`src/design/sha256_pkg.sv`:
```
// ----------------------------------------------------------------------------
// SHA-256 package
// Round constants, initial hash values and round helper functions.
// ----------------------------------------------------------------------------
package sha256_pkg;

   localparam int WordWidth  = 32;
   localparam int HashWords  = 8;
   localparam int BlockWords = 16;
   localparam int Rounds     = 64;
   localparam int CountWidth = 61;
   localparam int PadLimit   = 55;

   typedef logic [WordWidth-1:0] word_type;
   typedef word_type [HashWords-1:0] hash_type;

   localparam hash_type InitHash = {
      32'h5be0cd19, 32'h1f83d9ab, 32'h9b05688c, 32'h510e527f,
      32'ha54ff53a, 32'h3c6ef372, 32'hbb67ae85, 32'h6a09e667};

   function automatic word_type round_k(input logic [5:0] idx);
      word_type k;
      case (idx)
         6'd0: k = 32'h428a2f98;  6'd1: k = 32'h71374491;
         6'd2: k = 32'hb5c0fbcf;  6'd3: k = 32'he9b5dba5;
         6'd4: k = 32'h3956c25b;  6'd5: k = 32'h59f111f1;
         6'd6: k = 32'h923f82a4;  6'd7: k = 32'hab1c5ed5;
         6'd8: k = 32'hd807aa98;  6'd9: k = 32'h12835b01;
         6'd10: k = 32'h243185be; 6'd11: k = 32'h550c7dc3;
         6'd12: k = 32'h72be5d74; 6'd13: k = 32'h80deb1fe;
         6'd14: k = 32'h9bdc06a7; 6'd15: k = 32'hc19bf174;
         6'd16: k = 32'he49b69c1; 6'd17: k = 32'hefbe4786;
         6'd18: k = 32'h0fc19dc6; 6'd19: k = 32'h240ca1cc;
         6'd20: k = 32'h2de92c6f; 6'd21: k = 32'h4a7484aa;
         6'd22: k = 32'h5cb0a9dc; 6'd23: k = 32'h76f988da;
         6'd24: k = 32'h983e5152; 6'd25: k = 32'ha831c66d;
         6'd26: k = 32'hb00327c8; 6'd27: k = 32'hbf597fc7;
         6'd28: k = 32'hc6e00bf3; 6'd29: k = 32'hd5a79147;
         6'd30: k = 32'h06ca6351; 6'd31: k = 32'h14292967;
         6'd32: k = 32'h27b70a85; 6'd33: k = 32'h2e1b2138;
         6'd34: k = 32'h4d2c6dfc; 6'd35: k = 32'h53380d13;
         6'd36: k = 32'h650a7354; 6'd37: k = 32'h766a0abb;
         6'd38: k = 32'h81c2c92e; 6'd39: k = 32'h92722c85;
         6'd40: k = 32'ha2bfe8a1; 6'd41: k = 32'ha81a664b;
         6'd42: k = 32'hc24b8b70; 6'd43: k = 32'hc76c51a3;
         6'd44: k = 32'hd192e819; 6'd45: k = 32'hd6990624;
         6'd46: k = 32'hf40e3585; 6'd47: k = 32'h106aa070;
         6'd48: k = 32'h19a4c116; 6'd49: k = 32'h1e376c08;
         6'd50: k = 32'h2748774c; 6'd51: k = 32'h34b0bcb5;
         6'd52: k = 32'h391c0cb3; 6'd53: k = 32'h4ed8aa4a;
         6'd54: k = 32'h5b9cca4f; 6'd55: k = 32'h682e6ff3;
         6'd56: k = 32'h748f82ee; 6'd57: k = 32'h78a5636f;
         6'd58: k = 32'h84c87814; 6'd59: k = 32'h8cc70208;
         6'd60: k = 32'h90befffa; 6'd61: k = 32'ha4506ceb;
         6'd62: k = 32'hbef9a3f7; 6'd63: k = 32'hc67178f2;
         default: k = '0;
      endcase
      return k;
   endfunction

   function automatic word_type ror(input word_type x, input int n);
      return (x >> n) | (x << (WordWidth - n));
   endfunction

   // Control from sequencer to round unit
   typedef struct packed {
      logic start;   // load working vars from chain, clear round count
      logic init;    // reload chain with initial values
   } core_ctl_type;

endpackage

```
`src/design/sha256_core.sv`:
```
// ----------------------------------------------------------------------------
// SHA-256 round unit
// One round per cycle over a 16-word rolling schedule, then chain update.
// ----------------------------------------------------------------------------
module sha256_core (
   input  logic                  clock,
   input  logic                  reset,
   input  sha256_pkg::core_ctl_type ctl,
   input  sha256_pkg::word_type  block [sha256_pkg::BlockWords],
   output logic                  busy,
   output sha256_pkg::hash_type  chain
);
   import sha256_pkg::*;

   word_type w_ff [BlockWords];
   word_type w_in [BlockWords];
   hash_type v_ff, v_in, chain_ff, chain_in;
   logic [5:0] rnd_ff, rnd_in;
   logic busy_ff, busy_in, fin_ff, fin_in;
   word_type t1, t2, s0, s1, wnew;

   always_comb begin
      s0   = ror(w_ff[1], 7) ^ ror(w_ff[1], 18) ^ (w_ff[1] >> 3);
      s1   = ror(w_ff[14], 17) ^ ror(w_ff[14], 19) ^ (w_ff[14] >> 10);
      wnew = w_ff[0] + s0 + w_ff[9] + s1;
      t1 = v_ff[7] + (ror(v_ff[4], 6) ^ ror(v_ff[4], 11) ^ ror(v_ff[4], 25))
         + ((v_ff[4] & v_ff[5]) ^ (~v_ff[4] & v_ff[6])) + round_k(rnd_ff) + w_ff[0];
      t2 = (ror(v_ff[0], 2) ^ ror(v_ff[0], 13) ^ ror(v_ff[0], 22))
         + ((v_ff[0] & v_ff[1]) ^ (v_ff[0] & v_ff[2]) ^ (v_ff[1] & v_ff[2]));
      w_in = w_ff; v_in = v_ff; chain_in = chain_ff;
      rnd_in = rnd_ff; busy_in = busy_ff; fin_in = 1'b0;
      if (ctl.start) begin
         w_in = block; v_in = chain_ff; rnd_in = '0; busy_in = 1'b1;
      end else if (busy_ff) begin
         for (int i = 0; i < BlockWords - 1; i++) w_in[i] = w_ff[i+1];
         w_in[BlockWords-1] = wnew;
         v_in = {v_ff[6:4], v_ff[3] + t1, v_ff[2:0], t1 + t2};
         rnd_in = rnd_ff + 6'd1;
         if (rnd_ff == 6'(Rounds - 1)) begin
            busy_in = 1'b0; fin_in = 1'b1;
         end
      end
      if (fin_ff)
         for (int i = 0; i < HashWords; i++) chain_in[i] = chain_ff[i] + v_ff[i];
      if (ctl.init) chain_in = InitHash;
   end

   always_ff @(posedge clock) begin
      w_ff <= w_in; v_ff <= v_in; chain_ff <= chain_in; rnd_ff <= rnd_in;
      if (reset) begin
         busy_ff <= 1'b0; fin_ff <= 1'b0; chain_ff <= InitHash;
      end else begin
         busy_ff <= busy_in; fin_ff <= fin_in;
      end
   end

   assign busy  = busy_ff | fin_ff;
   assign chain = chain_ff;

   a_fin_after_last: assert property (@(posedge clock) disable iff (reset)
      busy_ff && !ctl.start && rnd_ff == 6'(Rounds - 1) |=> fin_ff)
      else $error("chain update missed");
   a_no_start_busy: assert property (@(posedge clock) disable iff (reset)
      fin_ff |-> !busy_ff) else $error("round run overlaps chain update");
   a_rnd_start: assert property (@(posedge clock) disable iff (reset)
      ctl.start |=> busy_ff && rnd_ff == '0) else $error("bad round start");
endmodule

```
`src/design/sha256_message_hasher.sv`:
```
// ----------------------------------------------------------------------------
// SHA-256 message hasher
// Absorbs a byte stream, pads it and emits the 256-bit digest as 8 words.
// ----------------------------------------------------------------------------
// channel | dir | tdata                     | tuser       | tlast
// req     | in  | [7:0] data_byte           | byte_valid  | message_end
// rsp     | out | [31:0] digest_word        | word_index  | final_word
//
// While idle, bytes are accepted; the 64th byte of a block starts 64 rounds in the
// shared round unit, followed by a chain update.
// A closing item adds the pad fill, one or two block runs and 8 output words.
// req_tready is low while a block runs, the pad fill is written or the digest is being sent.
// rsp stalls simply hold the current word. Reset is synchronous; no sweep.
module sha256_message_hasher (
   input  logic        clock,
   input  logic        reset,
   input  logic        req_tvalid,
   output logic        req_tready,
   input  logic [7:0]  req_tdata,   // [7:0] data_byte
   input  logic        req_tuser,   // [0] byte_valid
   input  logic        req_tlast,   // message_end
   output logic        rsp_tvalid,
   input  logic        rsp_tready,
   output logic [31:0] rsp_tdata,   // [31:0] digest_word
   output logic [2:0]  rsp_tuser,   // [2:0] word_index
   output logic        rsp_tlast    // final_word
);
   import sha256_pkg::*;

   localparam logic [2:0] S_IDLE = 3'd0; // taking bytes
   localparam logic [2:0] S_RUN  = 3'd1; // message block compressing
   localparam logic [2:0] S_PAD  = 3'd2; // writing pad fill, one word a cycle
   localparam logic [2:0] S_P1   = 3'd3; // first padding block compressing
   localparam logic [2:0] S_P2   = 3'd4; // final block compressing
   localparam logic [2:0] S_OUT  = 3'd5; // sending digest

   logic [2:0] state_ff, state_in;
   word_type buf_ff [BlockWords];
   word_type buf_in [BlockWords];
   logic [CountWidth-1:0] cnt_ff, cnt_in;
   logic [4:0] pw_ff, pw_in;      // pad word pointer, counts to 16
   logic two_ff, two_in;          // length does not fit: two pad blocks
   logic [2:0] oi_ff, oi_in;
   logic wait_ff, wait_in;        // start pulse sent, wait for busy
   logic req_tlast_ff;            // end mark seen together with the block-closing byte
   core_ctl_type ctl;
   logic busy;
   hash_type chain;
   logic acc, outacc;
   logic [5:0] pos;
   logic [63:0] bits;

   assign acc    = req_tvalid && req_tready;
   assign outacc = rsp_tvalid && rsp_tready;
   assign pos    = cnt_ff[5:0];
   assign bits   = {cnt_ff, 3'b000};

   always_comb begin
      state_in = state_ff; buf_in = buf_ff; cnt_in = cnt_ff; pw_in = pw_ff;
      two_in = two_ff; oi_in = oi_ff; wait_in = 1'b0;
      ctl = '0;
      case (state_ff)
         S_IDLE: if (acc) begin
            if (req_tuser) begin
               buf_in[pos[5:2]][8*(3-pos[1:0]) +: 8] = req_tdata;
               cnt_in = cnt_ff + 1'b1;
            end
            if (req_tuser && pos == 6'd63) begin
               ctl.start = 1'b1; wait_in = 1'b1; state_in = S_RUN;
            end else if (req_tlast) begin
               // append marker; the fill sweep zeroes the rest
               buf_in[cnt_in[5:2]][8*(3-cnt_in[1:0]) +: 8] = 8'h80;
               for (int b = 0; b < 3; b++)
                  if (b >= 32'(cnt_in[1:0]))
                     buf_in[cnt_in[5:2]][8*(2-b) +: 8] = 8'h00;
               pw_in = {1'b0, cnt_in[5:2]} + 5'd1;
               two_in = cnt_in[5:0] > 6'(PadLimit);
               state_in = S_PAD;
            end
         end
         S_RUN: if (!wait_ff && !busy) begin
            if (req_tlast_ff) begin
               buf_in[0] = 32'h80000000;
               pw_in = 5'd1; two_in = 1'b0; state_in = S_PAD;
            end else state_in = S_IDLE;
         end
         S_PAD: begin
            if (pw_ff < 5'(BlockWords)) begin
               buf_in[pw_ff[3:0]] = '0; pw_in = pw_ff + 5'd1;
            end else begin
               if (!two_ff) begin
                  buf_in[14] = bits[63:32]; buf_in[15] = bits[31:0];
               end
               ctl.start = 1'b1; wait_in = 1'b1;
               state_in = two_ff ? S_P1 : S_P2;
            end
         end
         S_P1: if (!wait_ff && !busy) begin
            for (int i = 0; i < BlockWords; i++) buf_in[i] = '0;
            buf_in[14] = bits[63:32]; buf_in[15] = bits[31:0];
            ctl.start = 1'b1; wait_in = 1'b1; state_in = S_P2;
         end
         S_P2: if (!wait_ff && !busy) begin
            oi_in = '0; state_in = S_OUT;
         end
         S_OUT: if (outacc) begin
            oi_in = oi_ff + 3'd1;
            if (oi_ff == 3'(HashWords - 1)) begin
               ctl.init = 1'b1; cnt_in = '0; state_in = S_IDLE;
            end
         end
         default: state_in = S_IDLE;
      endcase
   end

   always_ff @(posedge clock) begin
      buf_ff <= buf_in; pw_ff <= pw_in; two_ff <= two_in; oi_ff <= oi_in;
      if (state_ff == S_IDLE && acc) req_tlast_ff <= req_tlast;
      if (reset) begin
         state_ff <= S_IDLE; cnt_ff <= '0; wait_ff <= 1'b0;
      end else begin
         state_ff <= state_in; cnt_ff <= cnt_in; wait_ff <= wait_in;
      end
   end

   sha256_core u_core (
      .clock (clock), .reset (reset), .ctl (ctl), .block (buf_in),
      .busy (busy), .chain (chain));

   assign req_tready = (state_ff == S_IDLE);
   assign rsp_tvalid = (state_ff == S_OUT);
   assign rsp_tdata  = chain[oi_ff];
   assign rsp_tuser  = oi_ff;
   assign rsp_tlast  = (oi_ff == 3'(HashWords - 1));

   a_out_only_idle_in: assert property (@(posedge clock) disable iff (reset)
      !(req_tready && rsp_tvalid)) else $error("input taken during digest");
   a_cnt_clear: assert property (@(posedge clock) disable iff (reset)
      outacc && rsp_tlast |=> cnt_ff == '0) else $error("count not cleared");
   a_start_wait: assert property (@(posedge clock) disable iff (reset)
      ctl.start |=> busy) else $error("round unit did not start");
endmodule
```
`config.mk`:
```
export PLATFORM = sky130hd
export DESIGN_NAME = sha256_message_hasher
export DESIGN_NICKNAME = d
export VERILOG_FILES = /design/src/design/sha256_pkg.sv /design/src/design/sha256_core.sv /design/src/design/sha256_message_hasher.sv
export SDC_FILE = /design/constraint.sdc
export NUM_CORES = 2
export LEC_CHECK = 0
export BUFFER_PORTS_ARGS = -buffer_cell sky130_fd_sc_hd__buf_2
export CAP_MARGIN = 20
export CORE_ASPECT_RATIO = 1.5
export CORE_MARGIN = 2
export CORE_UTILIZATION = 60
export CTS_BUF_LIST = sky130_fd_sc_hd__clkbuf_8
export CTS_CLUSTER_SIZE = 12
export DETAILED_ROUTE_END_ITERATION = 7
export PLACE_DENSITY = 0.76
export SETUP_SLACK_MARGIN = 0.02
export SYNTH_ARGS = -nofsm -noshare
export SYNTH_HDL_FRONTEND = slang
export SYNTH_SLANG_ARGS = --single-unit
export TNS_END_PERCENT = 1
```
`constraint.sdc`:
```
create_clock -name clock -period 38.5 [get_ports clock]
set_input_delay 3.85 -clock clock [delete_from_list [all_inputs] [get_ports clock]]
set_output_delay 3.85 -clock clock [all_outputs]
set_load 0.05 [all_outputs]
```
== After elaboration in Yosys (flattened, before gate mapping) ==
Memories as Yosys holds them, arrays and structs flattened. A register that Yosys moved wholly into a read port is not among the register bits.
Cells that the tools add are included.

* Memories kept: 1
* Output and inout bits: 38
* Word-level logic and storage cells: 279
* Input bits: 14
* Memory bits (read-only): 2048
* Flip-flop bits (word level): 1619

* Bitwise gates (word level): 34
* Add/sub/neg operators: 27
* Shift operators: 4
* Equal/unequal tests: 21
* Magnitude comparators: 12
* Multiplexer cells: 97
* Reductions and logical operators: 24

{| class="wikitable"
|+ Memory list
! memory !! depth !! bits a word !! rd ports !! clocked after memory_dff !! write ports !! RTL line !! source
|-
| (name not given) || 64 || 32 || 1 || 1 || 0 || sha256_pkg.sv:23 || <nowiki>case (idx)</nowiki>
|}

{| class="wikitable"
|+ Operators with widths
! kind !! count
|-
| $mux 512 || 20
|-
| $bwmux 512 || 5
|-
| $pmux 480 s3 || 1
|-
| $demux 32 s4 || 6
|-
| $add 32x32->32 || 18
|-
| $and 512x512->512 || 1
|-
| $mux 256 || 2
|-
| $not 512->512 || 1
|-
| $mux 448 || 1
|-
| $mux 61 || 6
|-
| $xor 32x32->32 || 9
|-
| $mux 32 || 6
|-
| $and 32x32->32 || 5
|-
| $mux 64 || 2
|-
| $pmux 32 s4 || 1
|-
| $pmux 61 s2 || 1
|-
| $bmux 32 s3 || 1
|-
| $neg 32->34 || 2
|-
| $shift 8x34->32 const A || 2
|-
| $add 61x1->61 const B || 1
|-
| $mux 3 || 12
|-
| $shiftx 8x34->32 || 1
|-
| $shiftx 8x34->32 const A || 1
|-
| $not 32->32 || 1
|-
| other kinds (59) || 113
|}

== Logic depth before layout (Yosys ltp) ==
* Depth in word-level cells: 29
* Mapped depth: 33
* Mapped depth without buffers: 32

== Cells and area by module ==
Synthesis repeated with hierarchy kept, for this count alone.

* Cell total of the unflattened synthesis: 9051
* Area, all modules: 95008.6 um^2

{| class="wikitable"
|+ Modules (own cells, without submodules)
! module !! sequential area each (um^2) !! cells each !! times used !! area each (um^2)
|-
| sha256_core || 28987.8 || 6399 || 1 || 68752.2
|-
| sha256_message_hasher || 11851.4 || 2652 || 1 || 26256.4
|}

== Least setup slack after synthesis ==
OpenSTA, ideal clock, no wires.

* Kind: input -> register
* From: input req_tuser
* To: register u_core.v_ff[0] in the netlist's numbering, enable pin
* Arrival time: 22653 ps
* Library setup time: 1279 ps
* Required time: 37221 ps
* Setup slack: 14568 ps
* Cell stages on the path: 8
* Path buffers: 4
* Path through: buf_2 > nand2_1 > nor2_1 > a22oi_1 > clkbuf_1 > clkbuf_1 > clkbuf_1 > nand2b_1

* Longest elaborated chain between the ends: 5

{| class="wikitable"
|+ Ends and longest elaborated chain
! element !! RTL line !! source
|-
| from (decl) || sha256_message_hasher.sv:20 || <nowiki>input logic req_tuser,</nowiki>
|-
| $logic_and 1x1->1 || sha256_message_hasher.sv:68 || <nowiki>if (req_tuser && pos == 6'd63) begin</nowiki>
|-
| $mux 1 || sha256_message_hasher.sv:68 ||
|-
| $mux 1 || sha256_message_hasher.sv:63 || <nowiki>S_IDLE: if (acc) begin</nowiki>
|-
| $pmux 1 s3 || sha256_message_hasher.sv:62 || <nowiki>case (state_ff)</nowiki>
|-
| $reduce_bool 2->1 (no line) || - ||
|-
| to (signal assigned) || sha256_core.sv:49 || <nowiki>w_ff <= w_in; v_ff <= v_in; chain_ff <= chain_in; rnd_ff <= rnd_in;</nowiki>
|-
| to (decl) || sha256_core.sv:17 || <nowiki>hash_type v_ff, v_in, chain_ff, chain_in;</nowiki>
|}

Every way passes these cells.
A chain may end at the register's enable or synchronous reset.

==> reports/summary.md <==
The run finished, with violations left. The checks that failed: DRC. Clock-pin slew was measured on the worst setup and hold paths at 0.07 ns.

The minimum clock period after layout is 9.51 ns, and the number of nets in the final layout is 10581. The tools report the share of synthesized area occupied by flip-flops and latches as 42.9%. At the worst endpoint, the arrival time is 10.25 ns. Synthesis instantiated 97 different standard cells from the library. The synthesized netlist devotes 16.8% of its cell area to compound gates.

The routed design has 367000 um of wire. The region available for standard cell placement spans 158000 um^2. The post-cts gate resize count was 0; the layout overhead on the synthesized area was 7.81%.

The flip-flop and latch count after synthesis works out to 1651. Data on the critical path is required at its endpoint by 39.24 ns. The tools report the buffer count from post-CTS setup fixing as 0.

Startpoint type of the worst setup path: a register. The fraction of the cycle the final worst path needs is 24.7%, and the number of pins with negative max-slew slack in the final report is 0. For this run the aggregate overflow at the end of global routing stands at 0. Dividing the detail-routed wire length by the instance count gives 29.9 um. Slowest library cell on the worst path: sky130_fd_sc_hd__xnor2_1. Summing all placed instances gives a cell area of 97300 um^2. The tools report the effective utilization at floorplan as 60.2%. For this run, the number of Yosys warnings is 0.

The library cell appearing most often on the critical path was sky130_fd_sc_hd__fa_1. By area the synthesized netlist is led by sky130_fd_sc_hd__edfxtp_1 (25%), sky130_fd_sc_hd__dfxtp_1 (18%), sky130_fd_sc_hd__nand2_1 (5.8%). The xor and xnor fraction of the mapped netlist area is 5.76%.

In the routed design, unresolved DRC markers number 2. The final RePlAce weighted congestion was 1.06; the post-route cell area was 103000 um^2. The critical path in this run is classified as reg2reg.

Headroom to the max-slew limit came out at 14.4%. The total number of placement rows was 179. The number of global-route vias before repair is 80866, and the number of antenna violations at the first check in global routing is 14. In the synthesized netlist the dominant register cell turns out to be sky130_fd_sc_hd__dfxtp_1.

Among all cell types in the netlist, the one instantiated most often is sky130_fd_sc_hd__nand2_1. The number of hold violations in the final report was 0. The clock passes through at most 4 buffers. The count of port buffers added during placement came out at 51. The area fraction of the dominant cell type after synthesis is 24.5%. Across every metal layer, demand over resource in global routing totals 44.6%. The average instance in the mapped netlist occupies 9.51 um^2.

For this run, the detailed router's first-pass iteration total came to 8. Summing the areas of all and, or, nand and nor instances in the mapped netlist gives 13.8% of the synthesized area. Of the total synthesized cell area, the portion taken by full adders, half adders and majority gates is 9.55%. The first global-routing pass estimated 529000 um of wire.

Cells fill 64.9% of the core in the end. Measured against the total synthesized area, the mux share comes to 7.77%. In this run the remaining antenna-violating nets after routing total 0.

In this run the cell area of the synthesized design comes to 95200 um^2. Dividing the detail-routed via count by the number of cells gives 6.61. The worst hold path belongs to the class reg2reg. The detailed router placed 81066 vias in this run.

The maximum clock frequency is 105 MHz, and the register-to-register path setup slack is 28.99 ns. The biggest area contributor in the post-synthesis netlist is sky130_fd_sc_hd__edfxtp_1. The clock net in this run drives a total of 1651 sinks. After synthesis, the largest family of logic cells by area is compound AO/OA/AOI/OAI gates.

The tree is rooted in a sky130_fd_sc_hd__clkbuf_8. The die covers 162000 um^2. The slew of the pin with the lowest slew margin is 1.28 ns, and the total negative setup slack is 0 ns. Yosys mapped a number of flops with a built-in enable equal to 778. Setup repair after global routing left no endpoint under its margin. The clock latency reported for the late side of the worst-skew pair is 1.08 ns, and the peak fanout along the critical path is 6.

The critical path buffer and inverter count works out to 1. The initial detailed-routing violation count came out at 9044. STA classifies the critical path endpoint as a register. The tools report the max-cap check violation count as 0.

Entering global routing, the biggest net connects 174 pins. The count of hold-fix buffers inserted at cts is 0, and the vertical die dimension is 492 um. Ranked by instance count, the synthesized netlist is headed by sky130_fd_sc_hd__nand2_1 (1475), sky130_fd_sc_hd__nor2_1 (904), sky130_fd_sc_hd__o21ai_0 (886). TritonCTS built the clock tree. X dimension of the die: 329 um. The tools report the net count after synthesis as 10615.

Pin placement for this block handled 52 I/O pins. In the final layout, the share of cells above drive strength 1 is 11.1%. The largest single stage delay on the critical path is 0.69 ns. The fraction of registers with async set or reset after synthesis came out at 0%. Setup violations remaining at the end of the flow were counted as 0. In this run, CTS created clock tree buffers numbering 277. The clock tree synthesis step divided the H-tree into 5 levels. Detailed placement finished with a half-perimeter wire length of 263000 um. The gate count after technology mapping is 10009. Between clock sinks in the finished design, the worst skew comes to 0.0956 ns. On the critical path the largest part of the delay comes from compound AO/OA/AOI/OAI gates.
cells by family after synthesis:
| group | count (synthesis) |
|---|---|
| compound gates | 2561 |
| xor+xnor | 626 |
| fa+ha+maj | 614 |
| buf+inv | 875 |
| flops | 1651 |
| mux | 605 |
| simple gates | 3077 |
cell usage in the layout, fill, tap and decap left out, types with 64 or more instances in the layout:
master                     count
sky130_fd_sc_hd__a21oi_1     595
sky130_fd_sc_hd__o21a_1      104
sky130_fd_sc_hd__mux2i_1     109
sky130_fd_sc_hd__a21o_1      185
sky130_fd_sc_hd__mux4_2       64
sky130_fd_sc_hd__a31oi_1      77
sky130_fd_sc_hd__o21ai_0     886
sky130_fd_sc_hd__clkbuf_8    314
sky130_fd_sc_hd__nand3_1     166
sky130_fd_sc_hd__xor2_1      224
sky130_fd_sc_hd__ha_1        397
sky130_fd_sc_hd__nor2_1      900
sky130_fd_sc_hd__fa_1        195
sky130_fd_sc_hd__edfxtp_1    778
sky130_fd_sc_hd__xnor2_1     400
sky130_fd_sc_hd__a22o_1      138
sky130_fd_sc_hd__dfxtp_1     872
sky130_fd_sc_hd__nor3_1      106
sky130_fd_sc_hd__a221oi_1     65
sky130_fd_sc_hd__inv_1       458
sky130_fd_sc_hd__nand2b_1     65
sky130_fd_sc_hd__mux2_2      432
sky130_fd_sc_hd__buf_4       131
sky130_fd_sc_hd__nand2_1    1474
worst min-delay path: cells and delay by family, from the launching register on:
family	cells	cell delay, ns
flip-flops	1	0.31
AND/OR/NAND/NOR	2	0.10
final timing paths:
path,to,start,cells after the start
setup / recovery,u_core.v_ff[28],u_core.v_ff[154],30
hold reg to reg,buf_ff[347],buf_ff[347],2
setup reg to reg,u_core.v_ff[28],u_core.v_ff[154],30
hold / removal,buf_ff[347],buf_ff[347],2
metal layers:
metal  up-vias  global-route usage [%]  routed length (um)
met4         2                    46.9               47100
li1      35611                       -                   -
met3      1691                    9.46               30200
met1     39056                    46.1              119000
met2      4706                    72.4              171000
met5         -                       0                  13
state kept, by name (all words and copies together), names as in the netlist, 3 cells and up, named ones only:
signal	flops
buf_ff	512
cnt_ff	61
pw_ff	5
rsp_tuser	3
state_ff	3
u_core.chain	256
u_core.rnd_ff	6
u_core.v_ff	256
u_core.w_ff	512
final cells by class:
type,count,area (um^2)
diodes,12,30.0
clock buffers,314,4320
clock inverters,161,845
fillers,12996,55500
inverters,364,1380
multi-input cells,7483,51200
flip-flops and latches,1651,40800
well taps,2081,2600
repair buffers,198,1430
per-stage QoR:
step / setup slack, ns / hold WS, ns / cells
global route: 28.92 / 0.464 / 12253
CTS: 29.34 / 0.436 / 12242
floorplan: 14.57 / 0.407 / 10009
detailed placement: 29.00 / 0.422 / 11767
global placement: 29.19 / 0.414 / 11762
finish: 28.99 / 0.440 / 12264
Power is not shown: default switching activity piles up to over one toggle a cycle in this logic, so the estimate is an artifact.
